==> config.mk <==
export PLATFORM = sky130hd
export DESIGN_NAME = intel_hex_record_parser_core_flat
export DESIGN_NICKNAME = d
export VERILOG_FILES = /design/src/rtl/hexp_pkg.sv /design/src/rtl/hexp_char_if.sv /design/src/rtl/hexp_result_if.sv /design/src/rtl/intel_hex_record_parser_core.sv /design/src/rtl/hexp_step.sv /design/src/flat_wrapper.sv
export SDC_FILE = /design/constraint.sdc
export NUM_CORES = 1
export LEC_CHECK = 0
export CAP_MARGIN = 20
export CORE_MARGIN = 10
export CORE_UTILIZATION = 40
export DETAILED_ROUTE_END_ITERATION = 12
export DONT_BUFFER_PORTS = 1
export GPL_TIMING_DRIVEN = 1
export PLACE_DENSITY_LB_ADDON = 0.08
export SLEW_MARGIN = 20
export SYNTH_ARGS = -nofsm -noshare
export SYNTH_HDL_FRONTEND = slang
export SYNTH_SLANG_ARGS = --single-unit
==> constraint.sdc <==
create_clock -name clk -period 8.7 [get_ports clk]
set_input_delay 0.435 -clock clk [delete_from_list [all_inputs] [get_ports clk]]
set_output_delay 0.435 -clock clk [all_outputs]
set_load 0.02 [all_outputs]
==> src/rtl/hexp_pkg.sv <==
`timescale 1ns / 1ps
// ----------------------------------------------------------------------------
// hexp_pkg
// Shared types and codes for the hex record parser: record phases, result
// kinds, error codes, parser state and result layouts.
// ----------------------------------------------------------------------------
package hexp_pkg;

	// record phases
	localparam logic [2:0] PH_MARK   = 3'd0;
	localparam logic [2:0] PH_COUNT  = 3'd1;
	localparam logic [2:0] PH_ADDRHI = 3'd2;
	localparam logic [2:0] PH_ADDRLO = 3'd3;
	localparam logic [2:0] PH_TYPE   = 3'd4;
	localparam logic [2:0] PH_DATA   = 3'd5;
	localparam logic [2:0] PH_CHECK  = 3'd6;
	localparam logic [2:0] PH_TAIL   = 3'd7;

	// result kinds
	localparam logic [1:0] KIND_DATA   = 2'd0;
	localparam logic [1:0] KIND_RECORD = 2'd1;
	localparam logic [1:0] KIND_EOF    = 2'd2;
	localparam logic [1:0] KIND_ERROR  = 2'd3;

	// error codes
	localparam logic [2:0] ERR_NONE    = 3'd0;
	localparam logic [2:0] ERR_MARK    = 3'd1;
	localparam logic [2:0] ERR_COUNT   = 3'd2;
	localparam logic [2:0] ERR_ADDRESS = 3'd3;
	localparam logic [2:0] ERR_TYPE    = 3'd4;
	localparam logic [2:0] ERR_DATA    = 3'd5;
	localparam logic [2:0] ERR_CHECK   = 3'd6;

	localparam logic [15:0] COUNT_MAX = 16'hffff;

	typedef struct packed {
		logic [2:0]  phase;
		logic        digit_half;
		logic [3:0]  high_nibble;
		logic [7:0]  record_length;
		logic [7:0]  bytes_left;
		logic [15:0] base_address;
		logic [7:0]  running_sum;
		logic [15:0] records_done;
		logic        halted;
	} parse_state_t;

	typedef struct packed {
		logic [1:0]  kind;
		logic [15:0] address;
		logic [7:0]  data_value;
		logic [2:0]  error_code;
		logic [15:0] line_index;
	} result_t;

endpackage

==> src/rtl/hexp_char_if.sv <==
`timescale 1ns / 1ps
// ----------------------------------------------------------------------------
// hexp_char_if
// Character channel: valid/ready handshake with one text character and a
// restart flag per transaction.
// ----------------------------------------------------------------------------
interface hexp_char_if;
	logic       valid;
	logic       ready;
	logic [7:0] char_code;
	logic       restart;

	modport source (output valid, output char_code, output restart, input ready);
	modport sink (input valid, input char_code, input restart, output ready);
endinterface

==> src/rtl/hexp_result_if.sv <==
`timescale 1ns / 1ps
// ----------------------------------------------------------------------------
// hexp_result_if
// Result channel: valid/ready handshake carrying one parser result per
// transaction.
// ----------------------------------------------------------------------------
interface hexp_result_if;
	logic        valid;
	logic        ready;
	logic [1:0]  kind;
	logic [15:0] address;
	logic [7:0]  data_value;
	logic [2:0]  error_code;
	logic [15:0] line_index;

	modport source (output valid, output kind, output address, output data_value,
		output error_code, output line_index, input ready);
	modport sink (input valid, input kind, input address, input data_value,
		input error_code, input line_index, output ready);
endinterface

==> src/rtl/intel_hex_record_parser_core.sv <==
`timescale 1ns / 1ps
// ----------------------------------------------------------------------------
// intel_hex_record_parser_core
// Streaming hex record parser: one text character per transaction in, at
// most one data byte, record, end-of-file or error result per character out.
//
//   channel  direction  payload
//   text     sink       char_code[7:0], restart
//   result   source     kind[1:0], address[15:0], data_value[7:0],
//                       error_code[2:0], line_index[15:0]
//
// A character is taken into an input register, decoded combinationally against
// the parser state and its result lands in the result register: the result is
// valid once it has passed the input register and then the result register, and
// one character per cycle is sustained while result.ready stays high.
// The result register lets a new character be accepted while a result waits.
// A held result stalls only the decode step; text.ready then drops once the
// input register is full. arst_n clears the parser state and both valid flags.
// ----------------------------------------------------------------------------
module intel_hex_record_parser_core (
	input  logic          clk,
	input  logic          arst_n,
	hexp_char_if.sink     text,
	hexp_result_if.source result
);
	import hexp_pkg::*;

	logic         valid_s1;
	logic [7:0]   char_s1;
	logic         restart_s1;
	parse_state_t state_q;
	parse_state_t state_nxt;
	logic         step_valid;
	result_t      step_res;
	logic         res_valid_q;
	result_t      res_q;
	logic         advance;

	assign advance    = valid_s1 && (!res_valid_q || result.ready);
	assign text.ready = !valid_s1 || advance;

	always_ff @(posedge clk or negedge arst_n) begin
		if (!arst_n) begin
			valid_s1 <= 1'b0;
		end else if (text.valid && text.ready) begin
			valid_s1 <= 1'b1;
		end else if (advance) begin
			valid_s1 <= 1'b0;
		end
	end

	always_ff @(posedge clk) begin
		if (text.valid && text.ready) begin
			char_s1    <= text.char_code;
			restart_s1 <= text.restart;
		end
	end

	hexp_step u_step (
		.st        (state_q),
		.char_code (char_s1),
		.restart   (restart_s1),
		.nxt       (state_nxt),
		.res_valid (step_valid),
		.res       (step_res)
	);

	always_ff @(posedge clk or negedge arst_n) begin
		if (!arst_n) begin
			state_q     <= '0;
			res_valid_q <= 1'b0;
		end else if (advance) begin
			state_q     <= state_nxt;
			res_valid_q <= step_valid;
		end else if (result.ready) begin
			res_valid_q <= 1'b0;
		end
	end

	always_ff @(posedge clk) begin
		if (advance && step_valid)
			res_q <= step_res;
	end

	assign result.valid      = res_valid_q;
	assign result.kind       = res_q.kind;
	assign result.address    = res_q.address;
	assign result.data_value = res_q.data_value;
	assign result.error_code = res_q.error_code;
	assign result.line_index = res_q.line_index;

	// error code only on error results
	assert property (@(posedge clk) disable iff (!arst_n)
		res_valid_q && res_q.kind != KIND_ERROR |-> res_q.error_code == ERR_NONE)
		else $error("error code set on a non-error result");

	// data value only on data results
	assert property (@(posedge clk) disable iff (!arst_n)
		res_valid_q && res_q.kind != KIND_DATA |-> res_q.data_value == 8'd0)
		else $error("data value set on a non-data result");

	// halt holds until restart
	assert property (@(posedge clk) disable iff (!arst_n)
		state_q.halted && !(advance && restart_s1) |=> state_q.halted)
		else $error("parser left halt without restart");

	// an error or end of file halts the parser
	assert property (@(posedge clk) disable iff (!arst_n)
		advance && step_valid && (step_res.kind == KIND_ERROR || step_res.kind == KIND_EOF)
		|=> state_q.halted)
		else $error("terminal result did not halt the parser");

	// a halted parser produces nothing
	assert property (@(posedge clk) disable iff (!arst_n)
		state_q.halted && advance |=> !res_valid_q)
		else $error("result produced while halted");

endmodule

==> src/rtl/hexp_step.sv <==
`timescale 1ns / 1ps
// ----------------------------------------------------------------------------
// hexp_step
// Next-state and result logic for one character: start mark search, hex
// digit pairing, field decode, checksum check and error reporting.
// ----------------------------------------------------------------------------
module hexp_step (
	input  hexp_pkg::parse_state_t st,
	input  logic [7:0]             char_code,
	input  logic                   restart,
	output hexp_pkg::parse_state_t nxt,
	output logic                   res_valid,
	output hexp_pkg::result_t      res
);
	import hexp_pkg::*;

	localparam logic [7:0] CH_COLON   = 8'h3a;
	localparam logic [7:0] CH_NEWLINE = 8'h0a;

	logic       is_hex;
	logic [3:0] nib;
	logic [7:0] byte_val;
	logic [7:0] offset;
	logic [7:0] sum_next;
	logic [2:0] digit_err;

	always_comb begin
		is_hex = 1'b1;
		nib    = 4'd0;
		case (char_code) inside
			[8'h30:8'h39]: nib = 4'(char_code - 8'h30);
			[8'h41:8'h46]: nib = 4'(char_code - 8'h37);
			[8'h61:8'h66]: nib = 4'(char_code - 8'h57);
			default:       is_hex = 1'b0;
		endcase
	end

	always_comb begin
		case (st.phase)
			PH_COUNT:            digit_err = ERR_COUNT;
			PH_ADDRHI, PH_ADDRLO: digit_err = ERR_ADDRESS;
			PH_TYPE:             digit_err = ERR_TYPE;
			PH_DATA:             digit_err = ERR_DATA;
			PH_CHECK:            digit_err = ERR_CHECK;
			default:             digit_err = ERR_NONE;
		endcase
	end

	assign byte_val = {st.high_nibble, nib};
	assign offset   = st.record_length - st.bytes_left;
	assign sum_next = st.running_sum + byte_val;

	always_comb begin
		nxt            = st;
		res_valid      = 1'b0;
		res            = '0;
		res.line_index = st.records_done;

		if (restart) begin
			nxt = '0;
		end else if (!st.halted) begin
			case (st.phase)
				PH_MARK: begin
					if (char_code == CH_COLON) begin
						nxt.phase       = PH_COUNT;
						nxt.digit_half  = 1'b0;
						nxt.running_sum = 8'd0;
					end else if (char_code == CH_NEWLINE) begin
						nxt.halted     = 1'b1;
						res_valid      = 1'b1;
						res.kind       = KIND_ERROR;
						res.error_code = ERR_MARK;
					end
				end
				PH_TAIL: begin
					if (char_code == CH_NEWLINE)
						nxt.phase = PH_MARK;
				end
				default: begin
					if (char_code == CH_NEWLINE || !is_hex) begin
						nxt.halted     = 1'b1;
						res_valid      = 1'b1;
						res.kind       = KIND_ERROR;
						res.error_code = (char_code == CH_NEWLINE) ? ERR_CHECK : digit_err;
					end else if (!st.digit_half) begin
						nxt.high_nibble = nib;
						nxt.digit_half  = 1'b1;
					end else begin
						nxt.digit_half = 1'b0;
						case (st.phase)
							PH_COUNT: begin
								nxt.record_length = byte_val;
								nxt.bytes_left    = byte_val;
								nxt.running_sum   = sum_next;
								nxt.phase         = PH_ADDRHI;
							end
							PH_ADDRHI: begin
								nxt.base_address = {byte_val, 8'd0};
								nxt.running_sum  = sum_next;
								nxt.phase        = PH_ADDRLO;
							end
							PH_ADDRLO: begin
								nxt.base_address = {st.base_address[15:8], byte_val};
								nxt.running_sum  = sum_next;
								nxt.phase        = PH_TYPE;
							end
							PH_TYPE: begin
								if (byte_val == 8'h01) begin
									nxt.halted  = 1'b1;
									res_valid   = 1'b1;
									res.kind    = KIND_EOF;
									res.address = st.base_address;
								end else if (byte_val != 8'h00) begin
									nxt.halted     = 1'b1;
									res_valid      = 1'b1;
									res.kind       = KIND_ERROR;
									res.error_code = ERR_TYPE;
								end else begin
									nxt.phase = (st.record_length != 8'd0) ? PH_DATA : PH_CHECK;
								end
							end
							PH_DATA: begin
								nxt.running_sum = sum_next;
								nxt.bytes_left  = st.bytes_left - 8'd1;
								if (st.bytes_left == 8'd1)
									nxt.phase = PH_CHECK;
								res_valid      = 1'b1;
								res.kind       = KIND_DATA;
								res.address    = st.base_address + {8'd0, offset};
								res.data_value = byte_val;
							end
							default: begin
								// checksum byte
								res_valid = 1'b1;
								if (sum_next != 8'd0) begin
									nxt.halted     = 1'b1;
									res.kind       = KIND_ERROR;
									res.error_code = ERR_CHECK;
								end else begin
									nxt.phase   = PH_TAIL;
									res.kind    = KIND_RECORD;
									res.address = st.base_address;
									if (st.records_done != COUNT_MAX)
										nxt.records_done = st.records_done + 16'd1;
								end
							end
						endcase
					end
				end
			endcase
		end
	end

endmodule
==> src/flat_wrapper.sv <==
// flat-port wrapper written by rule: the top's interface ports become plain ports
module intel_hex_record_parser_core_flat import hexp_pkg::*;
  (clk, arst_n, text_valid, text_char_code, text_restart, text_ready, result_valid, result_kind, result_address, result_data_value, result_error_code, result_line_index, result_ready);
  hexp_char_if text_i ();
  hexp_result_if result_i ();
  input  logic clk;
  input  logic arst_n;
  input wire logic [$bits(text_i.valid)-1:0] text_valid;
  input wire logic [$bits(text_i.char_code)-1:0] text_char_code;
  input wire logic [$bits(text_i.restart)-1:0] text_restart;
  output wire logic [$bits(text_i.ready)-1:0] text_ready;
  output wire logic [$bits(result_i.valid)-1:0] result_valid;
  output wire logic [$bits(result_i.kind)-1:0] result_kind;
  output wire logic [$bits(result_i.address)-1:0] result_address;
  output wire logic [$bits(result_i.data_value)-1:0] result_data_value;
  output wire logic [$bits(result_i.error_code)-1:0] result_error_code;
  output wire logic [$bits(result_i.line_index)-1:0] result_line_index;
  input wire logic [$bits(result_i.ready)-1:0] result_ready;
  assign text_i.valid = text_valid;
  assign text_i.char_code = text_char_code;
  assign text_i.restart = text_restart;
  assign text_ready = text_i.ready;
  assign result_valid = result_i.valid;
  assign result_kind = result_i.kind;
  assign result_address = result_i.address;
  assign result_data_value = result_i.data_value;
  assign result_error_code = result_i.error_code;
  assign result_line_index = result_i.line_index;
  assign result_i.ready = result_ready;
  intel_hex_record_parser_core u_core (.clk(clk), .arst_n(arst_n), .text(text_i), .result(result_i));
endmodule
======== After elaboration in Yosys (flattened, before gate mapping) ========
Cells that the tools add are included.
storage, ports and cells
  bits in writable memories ............... 0
  memory bits (read-only) ................. 0
  bits of input ports ..................... 13
  memories kept ........................... 0
  bits in latches ......................... 0
  register bits ........................... 121
operators by class
  $add $sub $neg .......................... 8
  order comparisons ....................... 6
  bitwise operators ....................... 2
  muxes and demuxes ....................... 74
  shift-type cells ........................ 0
  eq/ne operators ......................... 28
  divide/modulo/power cells ............... 0
  multiply operators ...................... 0
  reduce and logical (&&, ||, !) cells .... 44
operators with widths
  operator                                                           count
  two-way mux 65 bit                                                 2
  two-way mux 16 bit                                                 6
  two-way mux 64 bit                                                 1
  two-way mux 57 bit                                                 1
  one-hot mux 18 bit (3 select lines)                                1
  two-way mux 36 bit                                                 1
  two-way mux 3 bit                                                  11
  two-way mux 8 bit                                                  4
  one-hot mux 16 bit (2 select lines)                                1
  one-hot mux 8 bit (2 select lines)                                 2
  one-hot mux 3 bit (5 select lines)                                 2
  two-way mux 29 bit                                                 1
  nonzero test 8 bit                                                 3
  two-way mux 1 bit                                                  20
  two-way mux 4 bit                                                  5
  one-hot mux 3 bit (2 select lines)                                 3
  AND reduction 6 bit                                                3
  adder 16 x 1 -> 16 bit, second input constant                      1
  adder 16 x 8 -> 16 bit                                             1
  equality test 8 x 1 -> 1 bit, second input constant                2
  greater-or-equal comparator 8 x 7 -> 1 bit, second input constant  2
  less-or-equal comparator 8 x 7 -> 1 bit, second input constant     2
  inequality test 16 bit, second input constant                      1
  inequality test 2 x 1 -> 1 bit, second input constant              8
  38 further kinds                                                   78

======== Longest topological paths before layout ========
Gate-level depths: netlist (run 1).
  word-level depth ........................ 15
  gate-level depth with buffers ........... 18
  gate-level depth less buffers ........... 18

======== By module ========
From an unflattened synthesis (run 1), not the netlist that was laid out.
unflattened totals
  cells, all modules ...................... 809
  area, all modules ....................... 8187.9 um2
modules (own cells, without submodules)
  module                        cells each  seq. area each (um2)  area an instance (um2)  instances
  intel_hex_record_parser_core  202         3298.2                4403.0                  1
  hexp_step                     607         0.0                   3784.9                  1

======== Least setup slack after synthesis (run 1) ========
No wires, ideal clock.
  kind .................................... reg2reg
  start ................................... reg u_core.char_s1[3]
  end ..................................... reg u_core.res_q (netlist bit u_core.result.address[0]) (enable)
  cell stages (with the launch flop) ...... 9
  period minus slack after synthesis ...... 4560 ps
  data arrival time ....................... 4112 ps
  path slack .............................. 4140 ps
  buffers on the path ..................... 0
  required time ........................... 8252 ps
  path through ............................ edfxtp_1 > or4b_4 > a311oi_2 > nor2_2 > o211a_1 > a211o_1 > o21ai_1 > a21oi_1 > nor2_1
on the way
  word-level cells in the longest chain between the ends .. 15
  elaborated cells on any way between the ends .. 35
ends and longest elaborated chain
  what                                                                                                             RTL line                            source
  start: declaration                                                                                               intel_hex_record_parser_core.sv:29  logic [7:0] char_s1;
  start signal: assignment                                                                                         intel_hex_record_parser_core.sv:54  char_s1 <= text.char_code;
  greater-or-equal comparator 8 x 7 -> 1 bit (no line) or less-or-equal comparator 8 x 7 -> 1 bit (tied branches)  --
  logical AND 1 bit (no line)                                                                                      --
  two-way mux 4 bit (3 in series)                                                                                  hexp_step.sv:30                     case (char_code) inside
  nonzero test 8 bit                                                                                               hexp_step.sv:113                    end else if (byte_val != 8'h00) begin
  two-way mux 1 bit                                                                                                hexp_step.sv:113
  two-way mux 1 bit                                                                                                hexp_step.sv:108                    if (byte_val == 8'h01) begin
  one-hot mux 1 bit (2 select lines)                                                                               hexp_step.sv:90                     case (st.phase)
  two-way mux 1 bit                                                                                                hexp_step.sv:85                     end else if (!st.digit_half) begin
  two-way mux 1 bit                                                                                                hexp_step.sv:80                     if (char_code == CH_NEWLINE || !is_hex) begin
  one-hot mux 1 bit (2 select lines) (*)                                                                           hexp_step.sv:62                     case (st.phase)
  two-way mux 1 bit (*)                                                                                            hexp_step.sv:61                     end else if (!st.halted) begin
  two-way mux 1 bit (*)                                                                                            hexp_step.sv:59                     if (restart) begin
  logical AND 1 bit (*)                                                                                            intel_hex_record_parser_core.sv:81  if (advance && step_valid)
  end signal: assignment                                                                                           intel_hex_record_parser_core.sv:82  res_q <= step_res;
  end: declaration                                                                                                 intel_hex_record_parser_core.sv:36  result_t res_q;
Mark *: on every way between the ends. The rest lies on a longest branch, timed or not.
A chain may end at the register's enable or synchronous reset.

======== Worst setup path after layout (run 1) ========
  start ................................... reg u_core.char_s1[3]
  end ..................................... reg u_core.res_q (netlist bit u_core.result.address[10]), data pin
on the way
  word-level cells in the longest chain between the ends .. 9
  elaborated cells on any way between the ends .. 28
ends and longest elaborated chain
  what                                                                                                             RTL line          source
  greater-or-equal comparator 8 x 7 -> 1 bit (no line) or less-or-equal comparator 8 x 7 -> 1 bit (tied branches)  --
  logical AND 1 bit (no line)                                                                                      --
  two-way mux 4 bit (2 in series)                                                                                  hexp_step.sv:30
  two-way mux 4 bit (*)                                                                                            hexp_step.sv:30
  via u_core.u_step.nib[2]                                                                                         hexp_step.sv:21   logic [3:0] nib;
  adder 8 bit                                                                                                      hexp_step.sv:51   assign sum_next = st.running_sum + byte_val;
  nonzero test 8 bit                                                                                               hexp_step.sv:135  if (sum_next != 8'd0) begin
  two-way mux 16 bit                                                                                               hexp_step.sv:135
  one-hot mux 18 bit (3 select lines) (*)                                                                          hexp_step.sv:90
Mark *: on every way through the listed nets, which the timed path passes. The rest lies on a longest branch.

==> impl_metrics.yaml, run 1 <==
placement:
  dpl.hpwl_um: 13270
  postPlaceCellArea_um2: 7173
  portBuffers: 0
  place_congestion: 0.9038
critical_path:
  cp_data_required_time_ns: 8.96
  ff2ff_path_depth: 14
  rr_endpoint: "u_core.result.address[10]"
  r2r_slack_ns: 3.86
  end_kind: "flop"
  cp_max_fo: 8
  cp.arrival_ns: 5.10
  r2r_start: "u_core.char_s1[3]"
  crit_type: "reg2reg"
  cp-start-kind: "flop"
global_routing:
  grt.busiest_layer: "met2"
  grt_max_degree: 68
  antenna_found_initial: 0
  use_met1_pct: 21.58
  grt_pass1_vias: 5298
  overflow: 0
  grt_usage_pct: 15.93
  met2_usage_pct: 23.55
  grt_first_pass_wirelength_um: 30070
  grt_use_met3_pct: 4.601
detailed_routing:
  drtIter0Drc: 423
  drt-total-wl_um: 18480
  dr.pass1.iters: 5
  via_count: 5488
  vias_per_cell: 5.681
  antenna_left: 0
  wire_per_inst_um: 19.13
  drc: 0
sta:
  setup_viol: 0
  drv_slew: 0
  period_minus_slack_ns: 4.839
  slew_headroom_pct: 30.59
  fmax_mhz: 206.7
  hold_violations: 0
  skew_ns: 0.008274
  fin_setup_tns_ns: 0
  whs_ns: 0.1094
  worstMarginPinSlew_ns: 1.034
  rsz0062_at_grt: "no"
  finalCritPeriodShare_pct: 55.62
die:
  die-area_um2: 23140
  core_um2: 17180
  core.rowCount: 48
  initial_utilization_pct: 40.65
  die_w_um: 152.1
  io_pins: 60
  die_h_um: 152.1
power_and_ir_drop:
  p_per_area_nw_per_um2: 247.4
  seqPwrFrac_pct: 38.9
  swShare_pct: 35.28
  p_sw_mw: 0.6841
  p_clk_share_pct: 38.4
  ir_worst_vdd_mv: 0.1512
  p_leak_nw: 3.069
  p_int_mw: 1.255
  p_comb_share_pct: 22.7
yosys:
  syn_inst: 732
  syn_nets: 779
  synth-async-reset-ratio_pct: 55.37
  ys_seq_area_share_pct: 47.24
  syn_area_per_cell_um2: 9.538
  yosys_warnings: 0
  synthFlopType: "dfrtp_1"
  synth-seq-cells: 121
  synth_edf_count: 54
  syn_area_um2: 6982
  yosysUniqueCellTypes: 75
final_layout:
  syn2layout_area_growth_pct: 12.26
  diodes: 0
  fillers: 1687
  multi_input_area_um2: 3447
  fin_area_um2: 7838
  layout.nets: 775
  seqCellArea_um2: 3298
  drive_gt1_share_pct: 8.097
hold_path:
  min_from: "text_restart"
  hp-class: "in2reg"
  hold_end: "u_core.restart_s1"
  hold_depth: 0
clock_network:
  clk_latency_ns: 0.42
  clock-root-buffer: "clkbuf_16"
  numCtsBuffers: 17
  clkTransAtPathRegs_ns: 0.06
  cts.sinks: 121
  cts_resized: 0
  post_cts_buffers: 0
  cts.htree.levels: 4
  cts.path.max_buffers: 2
  cts_tree: "built"
  ctsHoldBuffers: 2
run_status:
  outcome: "completed"
run:
  cap_violations: 0
-- power groups by stage --
stage	clock network [mW]	logic [mW]	registers (mW)
after global placement	0	0.420	0.765
final	0.745	0.439	0.755
after detailed placement	0	0.423	0.767
after floorplan	0	0.348	0.724
after CTS	0.761	0.435	0.756
after global routing	0.784	0.488	0.764
-- flip-flops by register name, summed over array words and instances, names as in the netlist, 2 cells and up --
signal / flops
u_core.result.error_code: 3
u_core.char_s1: 8
u_core.state_q: 65
u_core.result.kind: 2
u_core.result.line_index: 16
u_core.result.address: 16
u_core.result.data_value: 8
-- worst max path at each step --
stage / start / end / slack [ns] / depth (start not counted)
after floorplan: u_core.char_s1[3] / u_core.result.address[0] / 4.14 / 8
after global placement: u_core.char_s1[3] / u_core.result.address[11] / 4.06 / 14
after detailed placement: u_core.char_s1[3] / u_core.result.address[10] / 3.91 / 14
after CTS: u_core.char_s1[3] / u_core.result.address[10] / 3.88 / 14
after global routing: u_core.char_s1[3] / u_core.result.address[10] / 3.55 / 14
final: u_core.char_s1[3] / u_core.result.address[10] / 3.86 / 14
-- critical path, cell delays in order, from the launching register on --
cell	delay (ns)
edfxtp_1	0.46
or4b_4	0.56
a311oi_2	0.41
or2_1	0.37
o211ai_1	0.38
inv_1	0.18
ha_1	0.30
nand2b_1	0.17
a2111oi_0	0.12
a211oi_1	0.41
nand4_1	0.24
or2_1	0.38
nor2_1	0.34
o21ai_0	0.16
a21oi_1	0.18
-- kinds of logic (layout without fill, tap and decap cells) --
| kind of cell | after synthesis | in the layout | synth area share [%] |
|---|---|---|---|
| and+or+nand+nor | 286 | 286 | 20.45 |
| AOI/OAI and AO/OA | 204 | 204 | 18.89 |
| DFF | 121 | 121 | 47.24 |
| buffers and inverters | 61 | 70 | 3.548 |
| adders and majority gates | 34 | 34 | 6.416 |
| xor gates and xnor gates | 26 | 26 | 3.459 |
-- cells in the mapped netlist, types with 8 or more instances --
cell | count | area share (%)
nor4_1 | 9 | 0.81
and2_1 | 12 | 1.1
nor2_1 | 63 | 3.4
a31oi_1 | 10 | 0.90
xor2_1 | 12 | 1.5
dfrtp_1 | 67 | 24
a22oi_1 | 10 | 1.1
and3_1 | 8 | 0.72
o31ai_1 | 23 | 2.5
nor3_1 | 17 | 1.2
inv_1 | 31 | 1.7
a21oi_1 | 32 | 2.3
o21ai_1 | 8 | 0.57
o21ai_0 | 61 | 4.4
xnor2_1 | 13 | 1.6
nand2_1 | 97 | 5.2
clkbuf_1 | 23 | 1.2
ha_1 | 31 | 5.6
edfxtp_1 | 54 | 23
a21o_1 | 9 | 0.97
nand3_1 | 27 | 1.9
-- final cells by class --
cell class / instances / share of cell area (%)
clock buffers: 17 / 5.428
repair buffers: 6 / 0.8621
inverters: 32 / 1.533
multi-input cells: 550 / 43.98
clock inverters: 15 / 2.522
flip-flops and latches: 121 / 42.08
well taps: 225 / 3.592
-- layer usage --
metal / wire, um / vias to the layer above
li1: - / 2669
met1: 8829 / 2642
met2: 8359 / 160
met3: 1004 / 17
met4: 286 / 0
met5: 0 / -
-- metrics by stage --
step / util [%] / power (mW) / instances / setup slack, ns
after global routing: 45.63 / 2.036 / 966 / 3.552
final: 45.63 / 1.939 / 966 / 3.861
after CTS: 45.61 / 1.953 / 966 / 3.880
after floorplan: - / 1.072 / 732 / 4.140
after detailed placement: 41.76 / 1.190 / 932 / 3.912
after global placement: 41.76 / 1.185 / 932 / 4.062
-- cells in the final DEF (no fill, tap or decap), drive strengths merged, types with 4 or more instances in the layout --
cell type | synthesis | final
nor3b | 5 | 5
nor3 | 18 | 18
dfrtp | 67 | 67
xnor2 | 13 | 13
or2 | 7 | 7
nand4 | 7 | 7
nand3 | 28 | 28
xor2 | 12 | 12
nand2 | 98 | 98
a211oi | 8 | 8
a21oi | 34 | 34
inv | 31 | 34
nor2 | 64 | 64
nand2b | 6 | 6
o211ai | 6 | 6
o21bai | 4 | 4
edfxtp | 54 | 54
o31ai | 24 | 24
a311oi | 4 | 4
ha | 31 | 31
a31oi | 10 | 10
clkbuf | 23 | 17
a2111oi | 5 | 5
a21o | 10 | 10
buf | 6 | 5
nand3b | 4 | 4
and2 | 13 | 13
bufinv | 0 | 4
o21ai | 69 | 69
clkinv | 1 | 7
and3 | 8 | 8
nor4 | 9 | 9
nor2b | 4 | 4
a22oi | 10 | 10
No activity file was read; power rests on OpenSTA's default activity.
==> run 2, diff against run 1 <==
--- a/config.mk
+++ b/config.mk
@@ -5,6 +5,7 @@
 export SDC_FILE = /design/constraint.sdc
 export NUM_CORES = 1
 export LEC_CHECK = 0
+export ABC_AREA = 1
 export CAP_MARGIN = 20
 export CORE_MARGIN = 10
 export CORE_UTILIZATION = 40
==> constraint.sdc (replaced) <==
create_clock -name clk -period 4.7 [get_ports clk]
set_input_delay 0.235 -clock clk [delete_from_list [all_inputs] [get_ports clk]]
set_output_delay 0.235 -clock clk [all_outputs]
set_load 0.02 [all_outputs]
==> run 2 against run 1 <==
  * Fmax rose by 27%
  * Clock-buffer cell count unchanged
  * Register-to-register slack got worse by 3.0 ns
  * Clock power up 88%
  * Sequential power increased by 120%
  * Area after synthesis up 4.6%
  * Critical path type unchanged
==> impl_metrics.yaml, run 2 <==
yosys:
  synthFlopType: "dfrtp_1"
  ys_seq_area_share_pct: 45.14
  yosysTopAreaCellShare_pct: 22.95
  yosys-top-cells-area: "dfrtp_1 23%, edfxtp_1 22%, nand2_1 10%, inv_1 5.7%, ha_1 5.3%"
  synth_edf_count: 54
  syn_nets: 936
  syn_area_um2: 7306
  yosys_warnings: 0
  yosysUniqueCellTypes: 47
  synthTopCellsByCount: "194 x nand2_1, 110 x inv_1, 73 x nor2_1"
  syn_area_per_cell_um2: 8.218
  syn_inst: 889
  synth-async-reset-ratio_pct: 55.37
  synth.most_common_cell: "nand2_1"
  yosysTopAreaCell: "dfrtp_1"
  synth-seq-cells: 121
critical_path:
  startpoint: "u_core.char_s1[1]"
  crit_type: "reg2reg"
  cp.arrival_ns: 4.12
  cp_data_required_time_ns: 5.00
  cp-start-kind: "flop"
  r2r_slack_ns: 0.88
  end_kind: "flop"
  ff2ff_path_depth: 22
  critPathCapture: "u_core.result.address[13]"
  cp_max_fo: 11
  rr_endpoint: "u_core.result.address[13]"
  r2r_start: "u_core.char_s1[1]"
sta:
  hold_violations: 0
  setup_viol: 0
  drv_slew: 0
  finalCritPeriodShare_pct: 81.25
  skew_ns: 0.01225
  fin_setup_tns_ns: 0
  fmax_mhz: 261.9
  rsz0062_at_grt: "no"
  worstMarginPinSlew_ns: 0.6672
  slew_headroom_pct: 55.52
  period_minus_slack_ns: 3.819
final_layout:
  syn2layout_area_growth_pct: 13.65
  layout.nets: 956
  finalNonFillerCells: 1151
  layout_commonest_cell: "nand2_1"
  final_cell_mix: "194 x nand2_1, 109 x inv_1, 73 x nor2_1, 67 x nand3_1, 67 x dfrtp_1"
  largest_register: "u_core.state_q"
  final_util_pct: 46.22
  diodes: 0
  largest_register_ffs: 65
  drive_gt1_share_pct: 11.06
power_and_ir_drop:
  p_per_area_nw_per_um2: 579.0
  ir_worst_vdd_mv: 0.2868
  p_comb_share_pct: 36.9
  p_int_mw: 2.795
  p_sw_mw: 2.012
  p_clk_share_pct: 29.1
  seqPwrFrac_pct: 34.0
  p_leak_nw: 3.617
  swShare_pct: 41.86
detailed_routing:
  wire_per_inst_um: 16.69
  drtIter0Drc: 463
  vias_per_cell: 5.233
  antenna_left: 0
  drt-total-wl_um: 19210
  via_count: 6023
  drc: 0
  dr.pass1.iters: 5
run:
  cap_violations: 0
global_routing:
  grt_first_pass_wirelength_um: 31480
  grt_usage_pct: 16.35
  overflow: 0
  grt_max_degree: 68
  antenna_found_initial: 0
  grt_pass1_vias: 6007
die:
  io_pins: 60
  initial_utilization_pct: 40.67
  die-area_um2: 24070
  core_um2: 17960
  die_h_um: 155.1
  die_w_um: 155.1
  core.rowCount: 49
run_status:
  outcome: "completed"
placement:
  dpl.hpwl_um: 14340
  portBuffers: 0
  place_congestion: 0.9289
  placedCellCount: 1106
clock_network:
  clk_latency_ns: 0.43
  cts_resized: 0
  cts_tree: "built"
  cts.sinks: 121
  cts.htree.levels: 4
  clock-root-buffer: "clkbuf_16"
  clkTransAtPathRegs_ns: 0.06
  cts.path.max_buffers: 2
  numCtsBuffers: 17
hold_path:
  hp-class: "in2async"
[run 2: cell count changes in the layout (fill, tap and decap cells not counted), sizes merged, moves of 11 or more]
cell,delta
inv,+98
dlygate4sd3,+11
o21ai,+11
a21oi,+13
and2,-13
nand3,+44
o31ai,-17
nand2,+107
nor2,+19
[run 2: kinds of logic (layout without fill, tap and decap cells)]
family,after synthesis,after routing,synth area share [%]
AOI/OAI and AO/OA,159,159,13.03
xor gates and xnor gates,18,18,2.158
adders and majority gates,34,34,6.131
buffers and inverters,149,182,8.203
DFF,121,121,45.14
and+or+nand+nor,408,408,25.33
[run 2: how the worst min path moves through the flow]
stage / from / end / slack (ns) / depth (start not counted)
after floorplan: arst_n / u_core.result.valid / -0.06 / 0
after global placement: arst_n / u_core.state_q[43] / -0.05 / 0
after detailed placement: arst_n / u_core.state_q[44] / -0.06 / 0
after CTS: arst_n / u_core.state_q[43] / 0.38 / 2
after global routing: arst_n / u_core.state_q[42] / 0.39 / 2
final: arst_n / u_core.state_q[44] / 0.36 / 2
[run 2: stage by stage]
step	setup slack [ns]	cell area [um^2]	hold slack (ns)	total power, mW
CTS	0.8874	8303	0.3753	4.832
global placement	1.064	7530	-0.05454	3.386
detailed placement	0.9224	7530	-0.05500	3.391
floorplan	1.441	7306	-0.06059	2.937
finish	0.8813	8303	0.3637	4.808
global route	0.5101	8303	0.3885	5.166
[run 2: metal layers]
layer | wire length, um | GRT usage [%] | share of wire [%] | up-vias
li1 | - | - | - | 3031
met1 | 9212 | 21.70 | 48 | 2797
met2 | 8616 | 25.02 | 45 | 164
met3 | 1003 | 4.108 | 5.2 | 31
met4 | 376 | 6.388 | 2.0 | 0
met5 | 0 | 0 | 0 | -
[run 2: repair_timing]
item / 4_1_cts / 5_1_grt
hold endpoints to repair: 78 / 0
buffers inserted: 0 / 0
hold buffers: 13 / 0
[run 2: critical path: stages, from the launching register on]
cell and delay [ns]:
edfxtp_1 0.46, inv_1 0.12, ha_1 0.19, nor2_1 0.06, nand2_1 0.06, nand4_1 0.14
nand2_2 0.28, inv_4 0.10, nor2_4 0.12, ha_1 0.22, inv_1 0.07, fa_1 0.44
inv_1 0.10, nand3_1 0.09, nand3_1 0.09, nand2_1 0.08, nor2_2 0.15, nand4_4 0.19
nand2_1 0.13, nand2_1 0.26, a21oi_1 0.21, o21ai_1 0.09, inv_1 0.05
[run 2: power by group through the flow]
stage               Combinational (mW)  Sequential (mW)  Clock [mW]
global route                      2.02             1.66        1.48
detailed placement                1.74             1.65           0
CTS                               1.78             1.63        1.42
finish                            1.78             1.63        1.40
global placement                  1.74             1.65           0
floorplan                         1.38             1.56           0
[run 2: layout make-up]
class / instances / area [um^2]
fill: 1762 / 9661
multi-input combinational: 619 / 3408
sequential: 121 / 3298
inverter: 133 / 506.7
clock buffer: 17 / 425.4
tap: 229 / 286.5
clock inverter: 15 / 200.2
timing repair buffer: 17 / 177.7
==> run 3, diff against run 2 <==
--- a/config.mk
+++ b/config.mk
@@ -5,7 +5,7 @@
 export SDC_FILE = /design/constraint.sdc
 export NUM_CORES = 1
 export LEC_CHECK = 0
-export ABC_AREA = 1
+export ABC_AREA = 0
 export CAP_MARGIN = 20
 export CORE_MARGIN = 10
 export CORE_UTILIZATION = 40
==> constraint.sdc (replaced) <==
create_clock -name clk -period 4 [get_ports clk]
set_input_delay 0.2 -clock clk [delete_from_list [all_inputs] [get_ports clk]]
set_output_delay 0.2 -clock clk [all_outputs]
set_load 0.02 [all_outputs]
==> run 3 against run 2 <==
  * Global-route usage decreased by 0.12 points
  * Die area decreased by 3.9%
  * Sequential power about the same
  * Critical path type unchanged
==> impl_metrics.yaml, run 3 (same netlist as run 1, synthesis figures left out) <==
critical_path:
  crit_type: "reg2reg"
  ff2ff_path_depth: 19
  rr_endpoint: "u_core.state_q[11]"
  r2r_slack_ns: 0.11
  cp_max_fo: 7
  end_kind: "flop"
  r2r_start: "u_core.char_s1[0]"
  cp-start-kind: "flop"
  cp.arrival_ns: 4.19
  cp_data_required_time_ns: 4.30
sta:
  period_minus_slack_ns: 3.892
  skew_ns: 0.01492
  rsz0062_at_grt: "yes"
  fmax_mhz: 257.0
  worstMarginPinSlew_ns: 0.9701
  fin_setup_tns_ns: 0
  finalCritPeriodShare_pct: 97.29
  hold_violations: 0
  setup_viol: 0
  slew_headroom_pct: 34.89
  drv_slew: 0
  whs_ns: 0.1598
power_and_ir_drop:
  total_power_mw: 4.261
  p_per_area_nw_per_um2: 511.6
  p_leak_nw: 3.268
  ir_worst_vdd_mv: 0.3035
final_layout:
  drive_gt1_share_pct: 14.69
  diodes: 0
  final_cell_mix: "97 x nand2_1, 67 x dfrtp_1, 60 x nor2_1, 59 x o21ai_0, 54 x edfxtp_1"
  largest_register_ffs: 65
  layout.nets: 817
  finalNonFillerCells: 1008
  largest_register: "u_core.state_q"
  syn2layout_area_growth_pct: 19.30
  layout_commonest_cell: "nand2_1"
detailed_routing:
  antenna_left: 0
  via_count: 5666
  dr.pass1.iters: 5
  drc: 0
  wire_per_inst_um: 18.92
  drt-total-wl_um: 19070
  vias_per_cell: 5.621
  drtIter0Drc: 400
clock_network:
  clk_latency_ns: 0.43
  cts_tree: "built"
  numCtsBuffers: 17
  cts.htree.levels: 4
  clkTransAtPathRegs_ns: 0.06
  clock-root-buffer: "clkbuf_16"
  cts.path.max_buffers: 2
  cts.sinks: 121
placement:
  placedCellCount: 957
  dpl.hpwl_um: 13530
  portBuffers: 0
  place_congestion: 0.9102
global_routing:
  grt_usage_pct: 16.23
  grt_first_pass_wirelength_um: 30620
  grt_pass1_vias: 5474
  grt_max_degree: 68
  antenna_found_initial: 0
  overflow: 0
hold_path:
  hp-class: "in2reg"
  hold_end: "u_core.valid_s1"
  min_from: "result_ready"
  hold_depth: 2
die:
  die_h_um: 152.1
  die_w_um: 152.1
  core.rowCount: 48
  die-area_um2: 23140
  initial_utilization_pct: 40.65
  io_pins: 60
  core_um2: 17180
run_status:
  outcome: "completed"
run:
  cap_violations: 0
run 3: cell count changes in the layout (fill, tap and decap cells not counted), moves of 13 or more:
cell | before | now
buf_4 | 4 | 33
inv_1 | 109 | 29
inv_2 | 21 | 2
nand2_1 | 194 | 97
nand3_1 | 67 | 27
nor2_1 | 73 | 60
o21ai_0 | 43 | 59
o21ai_1 | 34 | 7
o31ai_1 | 6 | 22
run 3: worst max path at each step:
| stage | cells after the start | to | start | slack, ns |
|---|---|---|---|---|
| 2_1_floorplan | 18 | u_core.result.address[13] | u_core.char_s1[0] | 0.06 |
| 3_3_place_gp | 16 | u_core.result.address[13] | u_core.char_s1[0] | -0.16 |
| 3_5_place_dp | 17 | u_core.state_q[5] | u_core.char_s1[0] | -0.27 |
| 4_1_cts | 14 | u_core.state_q[11] | u_core.char_s1[6] | 0.02 |
| 5_1_grt | 19 | u_core.state_q[11] | u_core.char_s1[0] | -0.14 |
| 6_report | 19 | u_core.state_q[11] | u_core.char_s1[0] | 0.11 |
run 3: layer usage:
metal  GRT usage [%]  vias to the layer above  wire [um]
li1                -                     2757          -
met1           21.71                     2720       8902
met5               0                        -          0
met2           24.73                      155       8720
met3           3.726                       34        969
met4           6.602                        0        479
run 3: what timing repair did:
action / 4_1_cts / 5_1_grt
endpoints found under the hold margin: 78 / 0
gates resized for setup: 6 / 31
setup buffers: 1 / 5
hold buffers: 13 / 0
pin swaps: 2 / 8
setup endpoints to repair: 39 / 39
run 3: stage by stage:
step / util [%] / area (um^2) / worst slack, ns
finish: 48.49 / 8329 / 0.1082
global route: 48.49 / 8329 / -0.1357
CTS: 47.42 / 8145 / 0.02164
detailed placement: 42.93 / 7373 / -0.2712
global placement: 42.93 / 7373 / -0.1620
floorplan: - / 6984 / 0.05880
run 3: area by class of cell:
cell class	count	area (um^2)
Multi-Input combinational cell	550	3621
Sequential cell	121	3298
Clock inverter	15	156.4
Timing Repair Buffer	48	426.7
Fill cell	1650	8847
Clock buffer	17	425.4
Inverter	32	120.1
Tap cell	225	281.5
run 3: report_power, final:
part | internal [mW] | switching [mW] | total [mW]
Combinational | 0.354 | 0.743 | 1.10
Sequential | 1.43 | 0.214 | 1.64
Clock | 0.880 | 0.645 | 1.53
run 3: critical path, cell delays in order, from the launching register on:
cell and delay, ns:
edfxtp_1 0.49, inv_2 0.13, ha_4 0.14, nor3b_4 0.20, a311oi_2 0.08, buf_4 0.17
or2_1 0.21, o211ai_1 0.14, inv_1 0.14, ha_4 0.34, o21ai_2 0.07, or2_4 0.24
buf_4 0.14, a21oi_2 0.14, nand4_1 0.13, and4bb_4 0.48, buf_6 0.14, nand4_1 0.12
xor2_1 0.20, nor2_1 0.05
